## src/rtl/core/vmph_pkg.sv

```systemverilog
// Shared types and constants for the peak-hold sound-level meter.
// No dependencies; the front end, curve unit, back end and top level import it.
`timescale 1ns / 1ps

package vmph_pkg;

  // Default values of the top-level parameters.
  localparam int unsigned NUM_PIXELS_DEF       = 256;
  localparam int unsigned CURVE_TABLE_BITS_DEF = 10;

  // Fixed field widths.
  localparam int unsigned SAMPLE_W   = 10;
  localparam int unsigned LEVEL_W    = 9;
  localparam int unsigned DOT_W      = 8;
  localparam int unsigned HANG_W     = 8;
  localparam int unsigned FALL_W     = 4;
  localparam int unsigned HCNT_W     = 9;
  localparam int unsigned CFG_IDX_W  = 2;
  localparam int unsigned CFG_DATA_W = 10;

  // Depth of the queue between the front and the back end.
  localparam int unsigned QUEUE_DEPTH = 2;

  // Fixed-point curve arithmetic.
  localparam int unsigned Q16_ONE  = 65536;
  localparam int unsigned P_W      = 17;   // curve value in Q16, up to 1.0
  localparam int unsigned LOG_W    = 21;   // -log2 in Q16, up to 16.0
  localparam int unsigned MANT_W   = 31;   // Q30 mantissa for the squaring loop
  localparam int unsigned SQ_STEPS = 16;
  localparam logic [15:0] CURVE_EXP_Q16 = 16'd41350;

  // Input operation codes.
  localparam logic OP_SAMPLE = 1'b0;
  localparam logic OP_END    = 1'b1;

  // Fall counter value after each one-pixel fall.
  localparam logic [FALL_W-1:0] FALL_RELOAD = 4'd2;

  // Configuration register indexes and reset values.
  typedef enum logic [CFG_IDX_W-1:0] {
    CFG_FLOOR_LVL   = 2'd0,
    CFG_CEIL_LVL    = 2'd1,
    CFG_HANG_FRAMES = 2'd2,
    CFG_FALL_FRAMES = 2'd3
  } cfg_idx_e;

  localparam logic [SAMPLE_W-1:0] FLOOR_RST   = 10'd10;
  localparam logic [SAMPLE_W-1:0] CEILING_RST = 10'd500;
  localparam logic [HANG_W-1:0]   HANG_RST    = 8'd24;
  localparam logic [FALL_W-1:0]   FALL_RST    = 4'd4;

  typedef struct packed {
    logic [SAMPLE_W-1:0] floor_lvl;
    logic [SAMPLE_W-1:0] ceil_lvl;
    logic [HANG_W-1:0]   hang_frames;
    logic [FALL_W-1:0]   fall_frames;
  } cfg_t;

  typedef enum logic [2:0] {
    BK_IDLE,
    BK_DIV,
    BK_START,
    BK_CURVE,
    BK_SCALE,
    BK_FRAME
  } bk_state_e;

  typedef enum logic [2:0] {
    CV_IDLE,
    CV_LOG_SETUP,
    CV_LOG_SQ,
    CV_LOG_END,
    CV_SCALE,
    CV_SRCH_STEP
  } cv_state_e;

endpackage

```

## src/rtl/core/vmph_queue.sv

```systemverilog
// Small FIFO that carries peak-to-peak values from the front to the back end.
// Depends on nothing but its parameters.
`timescale 1ns / 1ps

module vmph_queue #(
  parameter int unsigned WIDTH = 10,
  parameter int unsigned DEPTH = 2
) (
  input  logic             clk_i,
  input  logic             rst_ni,
  input  logic             push_i,
  input  logic [WIDTH-1:0] data_i,
  output logic             full_o,
  input  logic             pop_i,
  output logic [WIDTH-1:0] data_o,
  output logic             empty_o
);

  localparam int unsigned PTR_W = (DEPTH > 1) ? $clog2(DEPTH) : 1;
  localparam int unsigned CNT_W = $clog2(DEPTH + 1);

  logic [WIDTH-1:0] mem_q [DEPTH];
  logic [PTR_W-1:0] wr_ptr_q, wr_ptr_d, rd_ptr_q, rd_ptr_d;
  logic [CNT_W-1:0] count_q, count_d;
  logic             do_push, do_pop;

  assign full_o  = (count_q == CNT_W'(DEPTH));
  assign empty_o = (count_q == '0);
  assign do_push = push_i && !full_o;
  assign do_pop  = pop_i && !empty_o;
  assign data_o  = mem_q[rd_ptr_q];

  always_comb begin
    wr_ptr_d = wr_ptr_q;
    rd_ptr_d = rd_ptr_q;
    count_d  = count_q;
    if (do_push) begin
      wr_ptr_d = (wr_ptr_q == PTR_W'(DEPTH - 1)) ? '0 : wr_ptr_q + 1'b1;
    end
    if (do_pop) begin
      rd_ptr_d = (rd_ptr_q == PTR_W'(DEPTH - 1)) ? '0 : rd_ptr_q + 1'b1;
    end
    if (do_push && !do_pop) begin
      count_d = count_q + 1'b1;
    end else if (do_pop && !do_push) begin
      count_d = count_q - 1'b1;
    end
  end

  always_ff @(posedge clk_i or negedge rst_ni) begin
    if (!rst_ni) begin
      wr_ptr_q <= '0;
      rd_ptr_q <= '0;
      count_q  <= '0;
    end else begin
      wr_ptr_q <= wr_ptr_d;
      rd_ptr_q <= rd_ptr_d;
      count_q  <= count_d;
    end
  end

  always_ff @(posedge clk_i) begin
    if (do_push) begin
      mem_q[wr_ptr_q] <= data_i;
    end
  end

endmodule

```

## src/rtl/core/vmph_front.sv

```systemverilog
// Front end: accepts input words, tracks the window minimum and maximum,
// and queues the peak-to-peak value at each end of window. Uses vmph_pkg.
`timescale 1ns / 1ps

module vmph_front (
  input  logic                          clk_i,
  input  logic                          rst_ni,
  input  logic                          in_valid_i,
  output logic                          in_ready_o,
  input  logic                          op_i,
  input  logic [vmph_pkg::SAMPLE_W-1:0] sample_i,
  input  logic                          q_full_i,
  output logic                          q_push_o,
  output logic [vmph_pkg::SAMPLE_W-1:0] q_data_o
);

  import vmph_pkg::*;

  logic [SAMPLE_W-1:0] win_max_q, win_max_d;
  logic [SAMPLE_W-1:0] win_min_q, win_min_d;
  logic                seen_q, seen_d;
  logic                accept;

  // Samples are always taken; an end-of-window word waits for queue space.
  assign in_ready_o = (op_i == OP_SAMPLE) || !q_full_i;
  assign accept     = in_valid_i && in_ready_o;
  assign q_push_o   = accept && (op_i == OP_END);
  assign q_data_o   = seen_q ? (win_max_q - win_min_q) : '0;

  always_comb begin
    win_max_d = win_max_q;
    win_min_d = win_min_q;
    seen_d    = seen_q;
    if (accept) begin
      if (op_i == OP_END) begin
        win_max_d = '0;
        win_min_d = '1;
        seen_d    = 1'b0;
      end else begin
        if (sample_i > win_max_q) begin
          win_max_d = sample_i;
        end
        if (sample_i < win_min_q) begin
          win_min_d = sample_i;
        end
        seen_d = 1'b1;
      end
    end
  end

  always_ff @(posedge clk_i or negedge rst_ni) begin
    if (!rst_ni) begin
      win_max_q <= '0;
      win_min_q <= '1;
      seen_q    <= 1'b0;
    end else begin
      win_max_q <= win_max_d;
      win_min_q <= win_min_d;
      seen_q    <= seen_d;
    end
  end

endmodule

```

## src/rtl/core/vmph_curve.sv

```systemverilog
// Power-curve unit: maps a normalized level n to n^0.631 in Q16 through
// -log2 evaluations on one shared squaring multiplier. Uses vmph_pkg.
`timescale 1ns / 1ps

module vmph_curve #(
  parameter int unsigned CURVE_TABLE_BITS = vmph_pkg::CURVE_TABLE_BITS_DEF
) (
  input  logic                        clk_i,
  input  logic                        rst_ni,
  input  logic                        start_i,
  input  logic [CURVE_TABLE_BITS:0]   n_i,
  output logic                        done_o,
  output logic [vmph_pkg::P_W-1:0]    p_o
);

  import vmph_pkg::*;

  cv_state_e           state_q, state_d;
  logic [P_W-1:0]      log_v_q, log_v_d;
  logic [MANT_W-1:0]   m_q, m_d;
  logic [4:0]          k_q, k_d;
  logic [15:0]         frac_q, frac_d;
  logic [3:0]          it_q, it_d;
  logic                srch_q, srch_d;
  logic [LOG_W-1:0]    t_q, t_d;
  logic [P_W-1:0]      lo_q, lo_d, hi_q, hi_d;
  logic [P_W-1:0]      p_q, p_d;
  logic                done_q, done_d;

  logic [4:0]          top_idx;
  logic [MANT_W-1:0]   v_ext;
  logic [2*MANT_W-1:0] sq;
  logic [MANT_W:0]     sq_hi;
  logic [4:0]          fb;
  logic [4:0]          int_part;
  logic [LOG_W-1:0]    log_val;
  logic [LOG_W+15:0]   scaled;
  logic [P_W:0]        mid_sum;

  // Position of the leading one of the operand.
  always_comb begin
    top_idx = '0;
    for (int i = 0; i < int'(P_W); i++) begin
      if (log_v_q[i]) begin
        top_idx = 5'(i);
      end
    end
  end

  assign v_ext    = MANT_W'(log_v_q);
  assign sq       = m_q * m_q;
  assign sq_hi    = sq[2*MANT_W-1:MANT_W-1];
  assign fb       = srch_q ? 5'd16 : 5'(CURVE_TABLE_BITS);
  assign int_part = fb - k_q;
  assign log_val  = {int_part, 16'b0} - LOG_W'(frac_q);
  assign scaled   = (LOG_W+16)'(t_q) * (LOG_W+16)'(CURVE_EXP_Q16)
                  + (LOG_W+16)'(Q16_ONE / 2);
  assign mid_sum  = (P_W+1)'(lo_q) + (P_W+1)'(hi_q);

  always_comb begin
    state_d = state_q;
    log_v_d = log_v_q;
    m_d     = m_q;
    k_d     = k_q;
    frac_d  = frac_q;
    it_d    = it_q;
    srch_d  = srch_q;
    t_d     = t_q;
    lo_d    = lo_q;
    hi_d    = hi_q;
    p_d     = p_q;
    done_d  = 1'b0;
    unique case (state_q)
      CV_IDLE: begin
        srch_d = 1'b0;
        if (start_i) begin
          if (n_i == '0) begin
            p_d    = '0;
            done_d = 1'b1;
          end else begin
            log_v_d = P_W'(n_i);
            state_d = CV_LOG_SETUP;
          end
        end
      end
      CV_LOG_SETUP: begin
        // Normalize the operand to a Q30 mantissa in [1, 2).
        k_d     = top_idx;
        m_d     = v_ext << (5'(MANT_W - 1) - top_idx);
        frac_d  = '0;
        it_d    = '0;
        state_d = CV_LOG_SQ;
      end
      CV_LOG_SQ: begin
        // Each squaring yields one fraction bit of the logarithm.
        if (sq_hi[MANT_W]) begin
          m_d = sq_hi[MANT_W:1];
        end else begin
          m_d = sq_hi[MANT_W-1:0];
        end
        frac_d = {frac_q[14:0], sq_hi[MANT_W]};
        it_d   = it_q + 1'b1;
        if (it_q == 4'(SQ_STEPS - 1)) begin
          state_d = CV_LOG_END;
        end
      end
      CV_LOG_END: begin
        if (!srch_q) begin
          t_d     = log_val;
          state_d = CV_SCALE;
        end else begin
          if (log_val <= t_q) begin
            hi_d = log_v_q;
          end else begin
            lo_d = log_v_q + 1'b1;
          end
          state_d = CV_SRCH_STEP;
        end
      end
      CV_SCALE: begin
        // Target logarithm times the exponent, rounded.
        t_d     = scaled[LOG_W+15:16];
        lo_d    = P_W'(1);
        hi_d    = P_W'(Q16_ONE);
        srch_d  = 1'b1;
        state_d = CV_SRCH_STEP;
      end
      CV_SRCH_STEP: begin
        // Smallest y whose -log2 does not exceed the target.
        if (lo_q < hi_q) begin
          log_v_d = mid_sum[P_W:1];
          state_d = CV_LOG_SETUP;
        end else begin
          p_d     = lo_q;
          done_d  = 1'b1;
          state_d = CV_IDLE;
        end
      end
      default: state_d = CV_IDLE;
    endcase
  end

  always_ff @(posedge clk_i or negedge rst_ni) begin
    if (!rst_ni) begin
      state_q <= CV_IDLE;
      srch_q  <= 1'b0;
      it_q    <= '0;
      done_q  <= 1'b0;
    end else begin
      state_q <= state_d;
      srch_q  <= srch_d;
      it_q    <= it_d;
      done_q  <= done_d;
    end
  end

  always_ff @(posedge clk_i) begin
    log_v_q <= log_v_d;
    m_q     <= m_d;
    k_q     <= k_d;
    frac_q  <= frac_d;
    t_q     <= t_d;
    lo_q    <= lo_d;
    hi_q    <= hi_d;
    p_q     <= p_d;
  end

  assign done_o = done_q;
  assign p_o    = p_q;

endmodule

```

## src/rtl/core/vmph_back.sv

```systemverilog
// Back end: clamps and normalizes each peak-to-peak word, runs the power
// curve, scales to pixels and updates the peak-hold dot. Uses vmph_pkg, vmph_curve.
`timescale 1ns / 1ps

module vmph_back #(
  parameter int unsigned NUM_PIXELS       = vmph_pkg::NUM_PIXELS_DEF,
  parameter int unsigned CURVE_TABLE_BITS = vmph_pkg::CURVE_TABLE_BITS_DEF
) (
  input  logic                          clk_i,
  input  logic                          rst_ni,
  input  vmph_pkg::cfg_t                cfg_i,
  input  logic                          q_empty_i,
  input  logic [vmph_pkg::SAMPLE_W-1:0] q_data_i,
  output logic                          q_pop_o,
  output logic                          out_valid_o,
  input  logic                          out_ready_i,
  output logic [vmph_pkg::LEVEL_W-1:0]  level_o,
  output logic [vmph_pkg::DOT_W-1:0]    peak_dot_o,
  output logic                          peak_dot_valid_o
);

  import vmph_pkg::*;

  localparam int unsigned DARK_W = $clog2(NUM_PIXELS + 1);
  localparam int unsigned N_W    = CURVE_TABLE_BITS + 1;
  localparam int unsigned DCNT_W = $clog2(N_W);
  localparam int unsigned LIT_W  = P_W + DARK_W;

  bk_state_e           state_q, state_d;
  logic [SAMPLE_W:0]   rem_q, rem_d;
  logic [N_W-1:0]      quo_q, quo_d;
  logic [DCNT_W-1:0]   dcnt_q, dcnt_d;
  logic [P_W-1:0]      p_q, p_d;
  logic [DARK_W-1:0]   dark_q, dark_d;
  logic [DARK_W-1:0]   peak_dark_q, peak_dark_d;
  logic [FALL_W-1:0]   fall_q, fall_d;
  logic [HCNT_W-1:0]   hang_q, hang_d;
  logic                out_valid_q, out_valid_d;
  logic [LEVEL_W-1:0]  level_q, level_d;
  logic [DOT_W-1:0]    dot_q, dot_d;
  logic                dot_valid_q, dot_valid_d;

  logic                cv_start, cv_done;
  logic [P_W-1:0]      cv_p;

  logic [SAMPLE_W-1:0] range;
  logic [SAMPLE_W-1:0] v_clamp;
  logic                div_ge;
  logic [SAMPLE_W:0]   div_diff;
  logic [LIT_W-1:0]    lit_full;
  logic [DARK_W-1:0]   lit;
  logic                new_peak;
  logic [DARK_W-1:0]   pk;
  logic [HCNT_W-1:0]   hc;
  logic                on_strip;
  logic [DARK_W-1:0]   lvl_full;
  logic [DARK_W-1:0]   dot_full;
  logic [FALL_W-1:0]   fc;
  logic                out_free;

  vmph_curve #(
    .CURVE_TABLE_BITS(CURVE_TABLE_BITS)
  ) u_curve (
    .clk_i  (clk_i),
    .rst_ni (rst_ni),
    .start_i(cv_start),
    .n_i    (quo_q),
    .done_o (cv_done),
    .p_o    (cv_p)
  );

  assign range = cfg_i.ceil_lvl - cfg_i.floor_lvl;

  always_comb begin
    if (q_data_i < cfg_i.floor_lvl) begin
      v_clamp = cfg_i.floor_lvl;
    end else if (q_data_i > cfg_i.ceil_lvl) begin
      v_clamp = cfg_i.ceil_lvl;
    end else begin
      v_clamp = q_data_i;
    end
  end

  // One quotient bit a cycle of (v - floor) * 2^bits / range.
  assign div_ge   = (rem_q >= {1'b0, range});
  assign div_diff = rem_q - (div_ge ? {1'b0, range} : '0);

  assign lit_full = LIT_W'(p_q) * LIT_W'(NUM_PIXELS) + LIT_W'(Q16_ONE - 1);
  assign lit      = lit_full[16 +: DARK_W];

  // Peak-hold update for the frame in dark_q.
  assign new_peak = (dark_q < peak_dark_q);
  assign pk       = new_peak ? dark_q : peak_dark_q;
  assign hc       = new_peak ? HCNT_W'(1) : hang_q;
  assign on_strip = (pk < DARK_W'(NUM_PIXELS));
  assign lvl_full = DARK_W'(NUM_PIXELS) - dark_q;
  assign dot_full = DARK_W'(NUM_PIXELS - 1) - pk;
  assign fc       = fall_q + 1'b1;
  assign out_free = !out_valid_q || out_ready_i;

  always_comb begin
    state_d     = state_q;
    rem_d       = rem_q;
    quo_d       = quo_q;
    dcnt_d      = dcnt_q;
    p_d         = p_q;
    dark_d      = dark_q;
    peak_dark_d = peak_dark_q;
    fall_d      = fall_q;
    hang_d      = hang_q;
    out_valid_d = out_valid_q && !out_ready_i;
    level_d     = level_q;
    dot_d       = dot_q;
    dot_valid_d = dot_valid_q;
    q_pop_o     = 1'b0;
    cv_start    = 1'b0;
    unique case (state_q)
      BK_IDLE: begin
        if (!q_empty_i) begin
          q_pop_o = 1'b1;
          if (cfg_i.floor_lvl >= cfg_i.ceil_lvl) begin
            dark_d  = '0;
            state_d = BK_FRAME;
          end else begin
            rem_d   = {1'b0, v_clamp - cfg_i.floor_lvl};
            quo_d   = '0;
            dcnt_d  = '0;
            state_d = BK_DIV;
          end
        end
      end
      BK_DIV: begin
        rem_d  = {div_diff[SAMPLE_W-1:0], 1'b0};
        quo_d  = {quo_q[N_W-2:0], div_ge};
        dcnt_d = dcnt_q + 1'b1;
        if (dcnt_q == DCNT_W'(N_W - 1)) begin
          state_d = BK_START;
        end
      end
      BK_START: begin
        cv_start = 1'b1;
        state_d  = BK_CURVE;
      end
      BK_CURVE: begin
        if (cv_done) begin
          p_d     = cv_p;
          state_d = BK_SCALE;
        end
      end
      BK_SCALE: begin
        dark_d  = DARK_W'(NUM_PIXELS) - lit;
        state_d = BK_FRAME;
      end
      BK_FRAME: begin
        if (out_free) begin
          out_valid_d = 1'b1;
          level_d     = LEVEL_W'(lvl_full);
          dot_d       = on_strip ? DOT_W'(dot_full) : '0;
          dot_valid_d = on_strip;
          peak_dark_d = pk;
          hang_d      = hc;
          if (hc > HCNT_W'(cfg_i.hang_frames)) begin
            fall_d = fc;
            if (fc >= cfg_i.fall_frames) begin
              fall_d = FALL_RELOAD;
              if (on_strip) begin
                peak_dark_d = pk + 1'b1;
              end
            end
          end else begin
            hang_d = hc + 1'b1;
          end
          state_d = BK_IDLE;
        end
      end
      default: state_d = BK_IDLE;
    endcase
  end

  always_ff @(posedge clk_i or negedge rst_ni) begin
    if (!rst_ni) begin
      state_q     <= BK_IDLE;
      dcnt_q      <= '0;
      peak_dark_q <= DARK_W'(NUM_PIXELS);
      fall_q      <= '0;
      hang_q      <= '0;
      out_valid_q <= 1'b0;
    end else begin
      state_q     <= state_d;
      dcnt_q      <= dcnt_d;
      peak_dark_q <= peak_dark_d;
      fall_q      <= fall_d;
      hang_q      <= hang_d;
      out_valid_q <= out_valid_d;
    end
  end

  always_ff @(posedge clk_i) begin
    rem_q       <= rem_d;
    quo_q       <= quo_d;
    p_q         <= p_d;
    dark_q      <= dark_d;
    level_q     <= level_d;
    dot_q       <= dot_d;
    dot_valid_q <= dot_valid_d;
  end

  assign out_valid_o      = out_valid_q;
  assign level_o          = level_q;
  assign peak_dot_o       = dot_q;
  assign peak_dot_valid_o = dot_valid_q;

endmodule

```

## src/rtl/core/vu_meter_peak_hold_core.sv

```systemverilog
// Sound-level bar meter with peak-hold dot: top level with configuration registers.
// Depends on vmph_pkg, vmph_front, vmph_queue and vmph_back.
`timescale 1ns / 1ps

// Usage:
// The input channel (in_valid_i/in_ready_o) takes words of op_i and sample_i.
// A sample word (op 0) updates the window minimum and maximum in the cycle it
// is accepted and produces no result. An end-of-window word (op 1) queues the
// peak-to-peak value and yields exactly one result word on the output channel
// (out_valid_o/out_ready_i): level_o, peak_dot_o and peak_dot_valid_o.
// Samples are taken every cycle; an end-of-window word is held off only while
// the two-entry queue to the back end is full.
// The back end handles one window at a time. A window that leaves the queue
// goes through the division, 17 logarithm evaluations on the single squaring
// multiplier of the curve unit, and setup, scaling and frame update before it
// shows up as a valid result. A zero normalized level skips the logarithm
// evaluations; a floor not below the ceiling skips the division too.
// A finished word waits in the output register while the receiver stalls;
// the back end then holds its next window and the queue fills behind it.
// Reset restores the register defaults (floor 10, ceiling 500, hang 24,
// fall 4), empties the window and the queue, and parks the dot off the strip.
// Configuration is written through cfg_we_i/cfg_idx_i/cfg_data_i; the user
// must do so only while idle, which the block itself does not enforce.

module vu_meter_peak_hold_core #(
  parameter int unsigned NUM_PIXELS       = vmph_pkg::NUM_PIXELS_DEF,
  parameter int unsigned CURVE_TABLE_BITS = vmph_pkg::CURVE_TABLE_BITS_DEF
) (
  input  logic                            clk_i,
  input  logic                            rst_ni,
  input  logic                            cfg_we_i,
  input  logic [vmph_pkg::CFG_IDX_W-1:0]  cfg_idx_i,
  input  logic [vmph_pkg::CFG_DATA_W-1:0] cfg_data_i,
  input  logic                            in_valid_i,
  output logic                            in_ready_o,
  input  logic                            op_i,
  input  logic [vmph_pkg::SAMPLE_W-1:0]   sample_i,
  output logic                            out_valid_o,
  input  logic                            out_ready_i,
  output logic [vmph_pkg::LEVEL_W-1:0]    level_o,
  output logic [vmph_pkg::DOT_W-1:0]      peak_dot_o,
  output logic                            peak_dot_valid_o
);

  import vmph_pkg::*;

  cfg_t                cfg_q, cfg_d;
  logic                q_push, q_full, q_pop, q_empty;
  logic [SAMPLE_W-1:0] q_wdata, q_rdata;

  always_comb begin
    cfg_d = cfg_q;
    if (cfg_we_i) begin
      unique case (cfg_idx_e'(cfg_idx_i))
        CFG_FLOOR_LVL:   cfg_d.floor_lvl   = cfg_data_i[SAMPLE_W-1:0];
        CFG_CEIL_LVL:    cfg_d.ceil_lvl    = cfg_data_i[SAMPLE_W-1:0];
        CFG_HANG_FRAMES: cfg_d.hang_frames = cfg_data_i[HANG_W-1:0];
        CFG_FALL_FRAMES: cfg_d.fall_frames = cfg_data_i[FALL_W-1:0];
        default:         cfg_d = cfg_q;
      endcase
    end
  end

  always_ff @(posedge clk_i or negedge rst_ni) begin
    if (!rst_ni) begin
      cfg_q.floor_lvl   <= FLOOR_RST;
      cfg_q.ceil_lvl    <= CEILING_RST;
      cfg_q.hang_frames <= HANG_RST;
      cfg_q.fall_frames <= FALL_RST;
    end else begin
      cfg_q <= cfg_d;
    end
  end

  vmph_front u_front (
    .clk_i     (clk_i),
    .rst_ni    (rst_ni),
    .in_valid_i(in_valid_i),
    .in_ready_o(in_ready_o),
    .op_i      (op_i),
    .sample_i  (sample_i),
    .q_full_i  (q_full),
    .q_push_o  (q_push),
    .q_data_o  (q_wdata)
  );

  vmph_queue #(
    .WIDTH(SAMPLE_W),
    .DEPTH(QUEUE_DEPTH)
  ) u_queue (
    .clk_i  (clk_i),
    .rst_ni (rst_ni),
    .push_i (q_push),
    .data_i (q_wdata),
    .full_o (q_full),
    .pop_i  (q_pop),
    .data_o (q_rdata),
    .empty_o(q_empty)
  );

  vmph_back #(
    .NUM_PIXELS      (NUM_PIXELS),
    .CURVE_TABLE_BITS(CURVE_TABLE_BITS)
  ) u_back (
    .clk_i           (clk_i),
    .rst_ni          (rst_ni),
    .cfg_i           (cfg_q),
    .q_empty_i       (q_empty),
    .q_data_i        (q_rdata),
    .q_pop_o         (q_pop),
    .out_valid_o     (out_valid_o),
    .out_ready_i     (out_ready_i),
    .level_o         (level_o),
    .peak_dot_o      (peak_dot_o),
    .peak_dot_valid_o(peak_dot_valid_o)
  );

endmodule
```

## config.mk

```make
export PLATFORM = sky130hd
export DESIGN_NAME = vu_meter_peak_hold_core
export DESIGN_NICKNAME = d
export VERILOG_FILES = /design/src/rtl/core/vmph_pkg.sv /design/src/rtl/core/vmph_queue.sv /design/src/rtl/core/vmph_front.sv /design/src/rtl/core/vmph_curve.sv /design/src/rtl/core/vmph_back.sv /design/src/rtl/core/vu_meter_peak_hold_core.sv
export SDC_FILE = /design/constraint.sdc
export NUM_CORES = 2
export LEC_CHECK = 0
export BUFFER_PORTS_ARGS = -buffer_cell sky130_fd_sc_hd__buf_4
export CORE_AREA = 5 5 313 315
export CTS_CLUSTER_SIZE = 28
export DETAILED_ROUTE_END_ITERATION = 6
export DIE_AREA = 0 0 318 320
export GPL_ROUTABILITY_DRIVEN = 0
export PLACE_DENSITY = 0.7
export REMOVE_ABC_BUFFERS = 1
export SLEW_MARGIN = 15
export SYNTH_ARGS = -nofsm -noshare
export SYNTH_HDL_FRONTEND = slang
export SYNTH_SLANG_ARGS = --single-unit
```

## constraint.sdc

```tcl
create_clock -name clk_i -period 11.15 [get_ports clk_i]
set_clock_uncertainty 0.1 [all_clocks]
set_input_delay 1.6725 -clock clk_i [delete_from_list [all_inputs] [get_ports clk_i]]
set_output_delay 1.6725 -clock clk_i [all_outputs]
set_load 0.02 [all_outputs]
```

==> flow_summary_export.csv <==
group,metric,value,unit
worst_setup_path,reg2reg_depth,29,
final_layout,layout_common_cells,"inv_1 (1217), fa_1 (810), ha_1 (614), nand2_1 (428), and2_1 (257)",
clock_network,clk_pin_slew,60,ps
clock_network,cts-buffers-inserted,38,
clock_network,cts_setup_buffers,0,
logic_synthesis,synthCells,5344,
floorplan,die_h,320,um
worst_setup_path,crit_slowest_cell,"edfxtp_1",
timing,worstMarginPinSlew,1128,ps
floorplan,core,0.09459,mm^2
logic_synthesis,synth-edff-count,227,
clock_network,htree_num_levels,2,
worst_setup_path,critPathMaxFanout,36,
floorplan,fp.dieW,318,um
global_routing,grt-ovfl-total,0,
logic_synthesis,synth-async-reset-ratio,0.2972,
final_layout,final_common_cell,"inv_1",
timing,setup_viol_count_final,0,
worst_setup_path,crit_type,"reg2reg",
clock_network,clk_latency,570,ps
clock_network,clock_sinks,323,
route,viasPerCell,5.426,
timing,post-route-min-period,10240,ps
floorplan,initial_core_util,0.5445,
final_layout,drive_above_1_share,0.05003,
route,via_count,35820,
global_routing,grt_max_degree,53,
floorplan,io_pins,48,
logic_synthesis,ys_seq_area_frac,0.1795,
final_layout,antennaDiodeCount,0,
route,drt_first_pass_iters,5,
min_path,hold_depth,0,
global_routing,antenna_found_initial,1,
worst_setup_path,worst_path_most_repeated_cell,"fa_1",
timing,finalMaxSlewViolations,0,
final_layout,nets,6759,
worst_setup_path,endpoint_kind,"register",
timing,slew_headroom,0.2481,
logic_synthesis,synth_ff_type,"edfxtp_1",
floorplan,dieArea,0.1018,mm^2
route,totalWireLength,118400,um
final_layout,area_growth,5.908,%
route,dr.first_iter.drc_count,2218,
logic_synthesis,ys_ff_latch,323,
logic_synthesis,syn-mean-instance-area,9.638,um^2
global_routing,grt_pass1_wl,199000,um
timing,hold_viol,0,
logic_synthesis,synth_warnings,0,
worst_setup_path,cp.required,11350,ps
clock_network,ctsResizeCount,0,
clock_network,cts_root_buf,"clkbuf_16",
clock_network,clock_path_buffers,3,
route,drc_errors,0,
timing,rsz0062_at_grt,"no",
route,ant_nets,0,
placement,dpl.hpwl,96340,um
timing,clock.fmax,97.66,MHz
logic_synthesis,yosysUniqueCellTypes,87,
worst_setup_path,start_kind,"register",
clock_network,ctsHoldBuffers,0,
timing,fin_tns_setup,0,ps
global_routing,grt.total_usage,0.2381,
outcome,status,"completed",
logic_synthesis,netlist_area,0.05150,mm^2
global_routing,first_global_vias,38800,
timing,finalCritPeriodShare,0.9184,
min_path,min_path_type,"reg2reg",
clock_network,cts_tree,"yes",
floorplan,rows,113,
job,maxCapViolCount,0,
route,wl_per_cell,17.94,um
worst_setup_path,cpPeakStageDelay,1070,ps
placement,portBuffers,47,
worst_setup_path,crit_arrival,10440,ps
layer usage:
metal | global-route usage | share of wire
met5 | 0 | 0
met4 | 0.06433 | 0.033
met3 | 0.03415 | 0.059
met2 | 0.4026 | 0.48
met1 | 0.3255 | 0.43
final cells by class:
type | count | area, um^2
Fill cell | 8202 | 40040
Multi-Input combinational cell | 3620 | 37060
Sequential cell | 323 | 9246
Inverter | 1220 | 4579
Tap cell | 1265 | 1583
Clock buffer | 51 | 1030
Timing Repair Buffer | 104 | 793.3
Clock inverter | 19 | 251.5
cell usage after synthesis (54+ instances only):
library cell,instances,area share
fa_1,810,0.31
nor2_1,235,0.017
clkbuf_1,174,0.013
xor2_1,79,0.013
and2_1,257,0.031
o21ai_0,137,0.013
nand2_1,428,0.031
xnor2_1,126,0.021
a21oi_1,184,0.018
mux2i_1,59,0.011
inv_1,1218,0.089
a21o_1,85,0.012
nand3_1,54,0.0052
edfxtp_1,227,0.13
dfrtp_1,74,0.036
ha_1,614,0.15
final timing paths:
| kind | start | end | slack (ps) |
|---|---|---|---|
| setup / recovery | u_back.u_curve.m_q[12] | u_back.u_curve.m_q[26] | 910 |
| hold / removal | u_back.u_curve.p_o[9] | u_back.p_q[9] | 310 |
| setup reg to reg | u_back.u_curve.m_q[12] | u_back.u_curve.m_q[26] | 910 |
| hold reg to reg | u_back.u_curve.p_o[9] | u_back.p_q[9] | 310 |
| max in group asynchronous | rst_ni | u_back.u_curve.it_q[3] | 8720 |
| min in group asynchronous | rst_ni | cfg_q[15] | 1020 |
worst max-delay path, delay by kind of cell (launching register included):
kind / cells / cell delay (ps)
AOI/OAI and AO/OA: 9 / 1990
and+or+nand+nor: 4 / 1430
buffers and inverters: 6 / 860
xor gates and xnor gates: 1 / 240
adders and majority gates: 9 / 4240
DFF: 1 / 1070
registers in the layout, summed over array words and instances, names as in the netlist, 10 cells and up:
name                    count
u_back.u_curve.hi_q        17
u_back.rem_q               11
u_front.win_max_q          10
u_front.win_min_q          10
u_back.quo_q               11
u_back.u_curve.p_o         17
u_back.u_curve.frac_q      16
u_queue.mem_q              20
cfg_q                      32
u_back.u_curve.log_v_q     17
u_back.u_curve.m_q         31
u_back.p_q                 17
u_back.u_curve.lo_q        17
u_back.u_curve.t_q         21
cell families after synthesis:
family / after synthesis / synth area share
fa+ha+maj: 1424 / 0.4640
buf+inv: 1401 / 0.1022
simple gates: 1240 / 0.1175
compound gates: 649 / 0.08073
flops: 323 / 0.1795
xor+xnor: 207 / 0.03549
mux: 100 / 0.02065
through the flow:
stage               instances  utilization  setup slack, ps  hold slack (ps)  cell area (um^2)
floorplan                5163            -             1169            300.3             50820
global placement         6532       0.5631             1382            303.2             53260
detailed placement       6532       0.5631             1099            304.5             53270
CTS                      6602       0.5767             1074            312.0             54550
global route             6602       0.5767            405.7            310.8             54550
finish                   6602       0.5767            910.1            313.8             54550
Power is not shown: default switching activity piles up to over one toggle a cycle in this logic, so the estimate is an artifact.
